$ cat config.mk
export PLATFORM = sky130hd
export DESIGN_NAME = lpgs_sqrt
export DESIGN_NICKNAME = d
export VERILOG_FILES = /design/src/rtl/lpgs_sqrt.sv
export SDC_FILE = /design/constraint.sdc
export NUM_CORES = 1
export LEC_CHECK = 0
export ABC_AREA = 1
export BUFFER_PORTS_ARGS = -buffer_cell sky130_fd_sc_hd__buf_2
export CAP_MARGIN = 0
export CORE_UTILIZATION = 30
export DETAILED_ROUTE_END_ITERATION = 12
export GPL_ROUTABILITY_DRIVEN = 0
export SLEW_MARGIN = 30
export SYNTH_ARGS = -nofsm -noshare
export SYNTH_HDL_FRONTEND = slang
export SYNTH_SLANG_ARGS = --single-unit
$ cat constraint.sdc
create_clock -name clk -period 3.97 [get_ports clk]
set_clock_uncertainty 0.15 [all_clocks]
set_input_delay 0.9925 -clock clk [delete_from_list [all_inputs] [get_ports clk]]
set_output_delay 0.9925 -clock clk [all_outputs]
set_load 0.005 [all_outputs]
$ cat src/rtl/lpgs_sqrt.sv
// pipelined integer square root, one result bit per stage, with stall
module lpgs_sqrt #(
	parameter int IN_W   = 32,
	parameter int SIDE_W = 8
) (
	input  logic              clk,
	input  logic              arst_n,
	input  logic              en,
	input  logic              in_valid,
	input  logic [IN_W-1:0]   rad,
	input  logic [SIDE_W-1:0] side_in,
	output logic              out_valid,
	output logic [IN_W/2-1:0] root,
	output logic [SIDE_W-1:0] side_out
);
	localparam int N = IN_W / 2;
	localparam int R_W = N + 2;

	logic [R_W-1:0]    rem_s  [N+1];
	logic [IN_W-1:0]   sh_s   [N+1];
	logic [N-1:0]      q_s    [N+1];
	logic [SIDE_W-1:0] side_s [N+1];
	logic [N:0]        vld_s;

	assign rem_s[0]  = '0;
	assign sh_s[0]   = rad;
	assign q_s[0]    = '0;
	assign side_s[0] = side_in;
	assign vld_s[0]  = in_valid;

	genvar g;
	generate
		for (g = 0; g < N; g++) begin : g_stage
			// classic digit recurrence: trial = rem*4 + next pair, test 4q+1
			logic [R_W-1:0] trial;
			logic [R_W-1:0] sub;
			logic [R_W:0]   diff;
			assign trial = {rem_s[g][R_W-3:0], sh_s[g][IN_W-1 -: 2]};
			assign sub   = R_W'({q_s[g], 2'b01});
			assign diff  = {1'b0, trial} - {1'b0, sub};
			always_ff @(posedge clk or negedge arst_n) begin
				if (!arst_n) begin
					vld_s[g+1] <= 1'b0;
				end else if (en) begin
					vld_s[g+1] <= vld_s[g];
				end
			end
			always_ff @(posedge clk) begin
				if (en) begin
					rem_s[g+1]  <= diff[R_W] ? trial : diff[R_W-1:0];
					sh_s[g+1]   <= {sh_s[g][IN_W-3:0], 2'b00};
					q_s[g+1]    <= {q_s[g][N-2:0], ~diff[R_W]};
					side_s[g+1] <= side_s[g];
				end
			end
		end
	endgenerate

	assign out_valid = vld_s[N];
	assign root      = q_s[N];
	assign side_out  = side_s[N];
endmodule

-- Yosys cells after proc, flatten, opt, wreduce, memory -nomap -nowiden
Index checks and enable logic that the tools add are counted.
- register bits after elaboration: 747
- bitwise operators: 16
- add/sub/neg operators: 16
- muxes and demuxes: 15
- operators by type and width (kind ; count):
    $mux 16 ; 14
    $sub 18x10->19 ; 1
    $sub 18x11->19 ; 1
    $sub 18x12->19 ; 1
    $sub 18x13->19 ; 1
    $sub 18x14->19 ; 1
    $sub 18x15->19 ; 1
    $sub 18x16->19 ; 1
    $sub 18x17->19 ; 1
    $sub 18x3->19 ; 1
    $sub 18x4->19 ; 1
    $sub 18x5->19 ; 1
    $sub 18x6->19 ; 1
    $sub 18x7->19 ; 1
    $sub 18x8->19 ; 1
    $sub 18x9->19 ; 1
    $not 1->1 ; 16
    $sub 2x1->3 const B ; 1
    $mux 2 ; 1

-- Logic depth before layout (Yosys ltp)
- word-level depth: 2
- depth in mapped cells: 14
- depth with buffers taken out: 13

-- Least setup slack after synthesis
OpenSTA, ideal clock, no wires.
- kind: reg2reg
- start point: register rem_s, in the netlist g_stage[8].trial[7]
- end point: register rem_s, in the netlist g_stage[9].trial[15], data pin
- path slack: 1.954 ns
- setup time: 0.256 ns
- data required time: 3.564 ns
- cell stages (with the launch flop): 9
- buffers on the path: 1
- clock period less this slack: 2.016 ns
- data arrival time: 1.610 ns
- cells stage by stage: edfxtp_1 > ha_1 > a21oi_2 > nor2_1 > nor2_2 > nand4_2 > buf_4 > nand3_1 > nand2_1
- cells in the longest elaborated chain, start to end: 2
- ends and longest elaborated chain (element ; RTL line ; text):
    start, declared ; 19 ; logic [R_W-1:0] rem_s [N+1];
    start signal, assigned by index ; 50 ; rem_s[g+1] <= diff[R_W] ? trial : diff[R_W-1:0];
    $sub 18x10->19 ; 40 ; assign diff = {1'b0, trial} - {1'b0, sub};
    $mux 16 ; 50 ;
No other way between the ends.
A chain may end at the register's enable or synchronous reset.

-- Worst setup path after layout
- start point: register q_s, in the netlist g_stage[8].sub[8]
- end point: register rem_s, in the netlist g_stage[9].trial[10], data pin
- cells in the longest elaborated chain, start to end: 2
- ends and longest elaborated chain (element ; RTL line ; text):
    start, declared ; 21 ; logic [N-1:0] q_s [N+1];
    start signal, assigned by index ; 52 ; q_s[g+1] <= {q_s[g][N-2:0], ~diff[R_W]};
    $sub 18x10->19 ; 40 ;
    $mux 16 ; 50 ;
No other way between the ends.

==> flow_summary.json <==
{
  "ys_seq_area_frac": 0.643,
  "vdd_drop_max_mv": 0.343,
  "cpLargestDelayFamily": "simple AND/OR/NAND/NOR gates",
  "fin_total_pwr_w": 0.0209,
  "synth_area_leaders": "edfxtp_1 (63%), nand2_1 (10%), inv_1 (5.5%), ha_1 (5.0%), nand3_1 (2.9%)",
  "finalSetupViolations": 0,
  "critPathLaunchType": "register",
  "antenna_found_initial": 0,
  "vias": 21700,
  "grt_pass1_wl_mm": 103,
  "antenna_cells": 0,
  "netlist-cell-type-count": 43,
  "path_cells": "inv_1, ha_1, nand2_1, nor2_1, nor2_2, nand4_2, inv_2, nand2_1, nand2_1",
  "mostFrequentLayoutCells": "nand2_1 (922), edfxtp_1 (728), inv_1 (510)",
  "fmax_mhz": 389,
  "detail_route.wirelength_mm": 62.8,
  "cap_violations": 0,
  "drt-vias-per-instance": 4.36,
  "area_delta_synth_final_pct": 14.9,
  "min_path_type": "in -> async",
  "finalCritPeriodShare": 0.648,
  "start_util": 0.303,
  "status": "finished clean",
  "clkPwrFrac": 0.381,
  "wl_per_cell_um": 12.6,
  "ys_seq_elements": 744,
  "crit_fanout": 15,
  "die_h_um": 342,
  "cts-root-buf": "clkbuf_16",
  "cts_resized": 0,
  "syn_nets": 3435,
  "cp_common_cell": "nand2_1",
  "netlist.top_cell.by_area": "edfxtp_1",
  "crit_path_max_incr_delay_ns": 0.44,
  "synth_area_per_cell_um2": 10.6,
  "die_x_um": 342,
  "drt_iter0_drc": 1303,
  "grt-ovfl-total": 0,
  "p_comb_frac": 0.145,
  "portBuffers": 68,
  "cts.clk_slew.worst_paths_ns": 0.06,
  "cellPowerDensity_mw_per_mm2": 526,
  "hold_buffers": 0,
  "seqPwrFrac": 0.474,
  "die_area_mm2": 0.117,
  "cts_max_level": 3,
  "endpoint_kind": "register",
  "cts_buffers": 86,
  "whs_ns": 0.133,
  "synthCells": 3254,
  "slew_viol_final": 0,
  "grt_usage": 0.108,
  "synth_area_mm2": 0.0346,
  "path_buf_inv": 2,
  "period_minus_slack_ns": 2.57,
  "core_mm2": 0.114,
  "final_nets": 3578,
  "cts_tree": "yes",
  "ios": 69,
  "swShare": 0.265,
  "netSwitchingPower_w": 0.00554,
  "grt_max_degree": 117,
  "worstSetupPathType": "reg -> reg",
  "yosys_warnings": 0,
  "clock_path_buffers": 3,
  "grt_pass1_vias": 21100,
  "setup_tns_ns": 0,
  "drive_above_1_share": 0.0860,
  "yosys.area.top_type_share": 0.632,
  "worst_skew_pair.late_latency_ns": 0.66,
  "cts_sinks": 744,
  "final_common_cell": "nand2_1",
  "postCtsSetupBuffers": 0,
  "first_pass_iters": 5,
  "fill_cells": 11300,
  "p_leak_nw": 17.1,
  "rows": 124,
  "antenna_left": 0,
  "hold_viol": 0,
  "relSlewSlack": 0.512,
  "slowest_stage": "edfxtp_1",
  "drc": 0,
  "rsz0062_at_grt": "false",
  "arrival_ns": 2.94,
  "hpwlAfterDp_mm": 44.8,
  "required_ns": 4.34,
  "tightest_slew_ns": 0.732,
  "p_int_w": 0.0154
}
==> worst reg2reg max path: stages (launching register included) <==
cell,delay (ns)
edfxtp_1,0.44
inv_1,0.11
ha_1,0.28
nand2_1,0.16
nor2_1,0.08
nor2_2,0.21
nand4_2,0.44
inv_2,0.36
nand2_1,0.09
nand2_1,0.11
==> cell usage after synthesis <==
library cell,n
nand4_2,3
nand2_1,922
inv_2,26
nand2_4,4
o2111ai_1,2
o211ai_1,2
or2_1,3
ha_1,137
nand3_4,3
nor2_1,194
and3_1,3
edfxtp_1,728
buf_4,15
a31oi_1,4
o21ai_1,24
buf_2,2
nand4_1,46
or2_0,1
nor3_1,25
o21ai_0,69
clkbuf_1,5
a211oi_1,1
nor2_8,1
buf_6,10
nand2_2,8
nor2_2,9
nor3_4,2
a21oi_1,124
nand3_2,3
xnor2_1,28
conb_1,1
xor2_1,63
a21boi_2,1
nand3_1,202
a21oi_2,9
a21o_1,3
nand3b_1,15
dfrtp_1,16
or2_2,9
nor3_2,2
and2_1,13
o21bai_1,6
inv_1,510
==> cell families (layout without fill, tap and decap cells) <==
family | Yosys count | after routing | synth area share
simple gates | 1468 | 1468 | 0.181
flops | 744 | 744 | 0.643
buf+inv | 568 | 781 | 0.0655
compound gates | 245 | 245 | 0.0378
fa+ha+maj | 137 | 137 | 0.0495
xor+xnor | 91 | 91 | 0.0230
other cells | 1 | 1 | 0.000108
==> stage by stage <==
stage                     area (um2)   util  instances  setup slack [ns]
after global routing           39800  0.348       4979              1.20
after detailed placement       36900  0.322       4821              1.43
after CTS                      39800  0.348       4979              1.43
after floorplan                34600      -       3254              1.95
final                          39800  0.348       4979              1.40
after global placement         36900  0.322       4821              1.45
==> area by class of cell <==
type,count,area (um2),area share
clock buffer,97,2190,0.0552
clock inverter,61,702,0.0177
inverter,536,2010,0.0506
multi-input combinational,1942,10100,0.253
sequential,744,22300,0.560
tap,1512,1890,0.0476
timing repair buffer,87,631,0.0159
==> path summary, 6_finish.rpt <==
path / start / endpoint / slack, ns / cells after the start
worst max-delay path: g_stage[8].sub[8] / g_stage[9].trial[10] / 1.40 / 9
worst min-delay path: arst_n / out_valid / 0.13 / 1
worst max register to register: g_stage[8].sub[8] / g_stage[9].trial[10] / 1.40 / 9
worst min register to register: sh_s[375] / sh_s[345] / 0.23 / 0
max in group asynchronous: arst_n / vld_s[6] / 3.28 / 1
min in group clk: sh_s[375] / sh_s[345] / 0.23 / 0
==> power groups by stage <==
stage	registers, W	logic, W	clock network (W)
5_1_grt	0.0100	0.00348	0.00855
3_3_place_gp	0.0101	0.00297	0
3_5_place_dp	0.0101	0.00302	0
2_1_floorplan	0.00994	0.00226	0
4_1_cts	0.00993	0.00303	0.00826
6_report	0.00993	0.00303	0.00797
==> flip-flops by register name, indices dropped and copies added, names as in the netlist <==
name,flops
side_out,8
out_valid,1
g_stage.trial,254
g_stage.sub,120
sh_s,210
root,16
vld_s,15
side_s,120
==> routing by layer <==
metal | vias to the layer above | track usage | part of all wire
li1 | 11100 | - | -
met1 | 10000 | 0.136 | 0.45
met2 | 409 | 0.183 | 0.48
met3 | 124 | 0.0207 | 0.041
met4 | 0 | 0.0389 | 0.026
met5 | - | 0 | 0
Note: power is estimated with default switching activity, not from simulation.
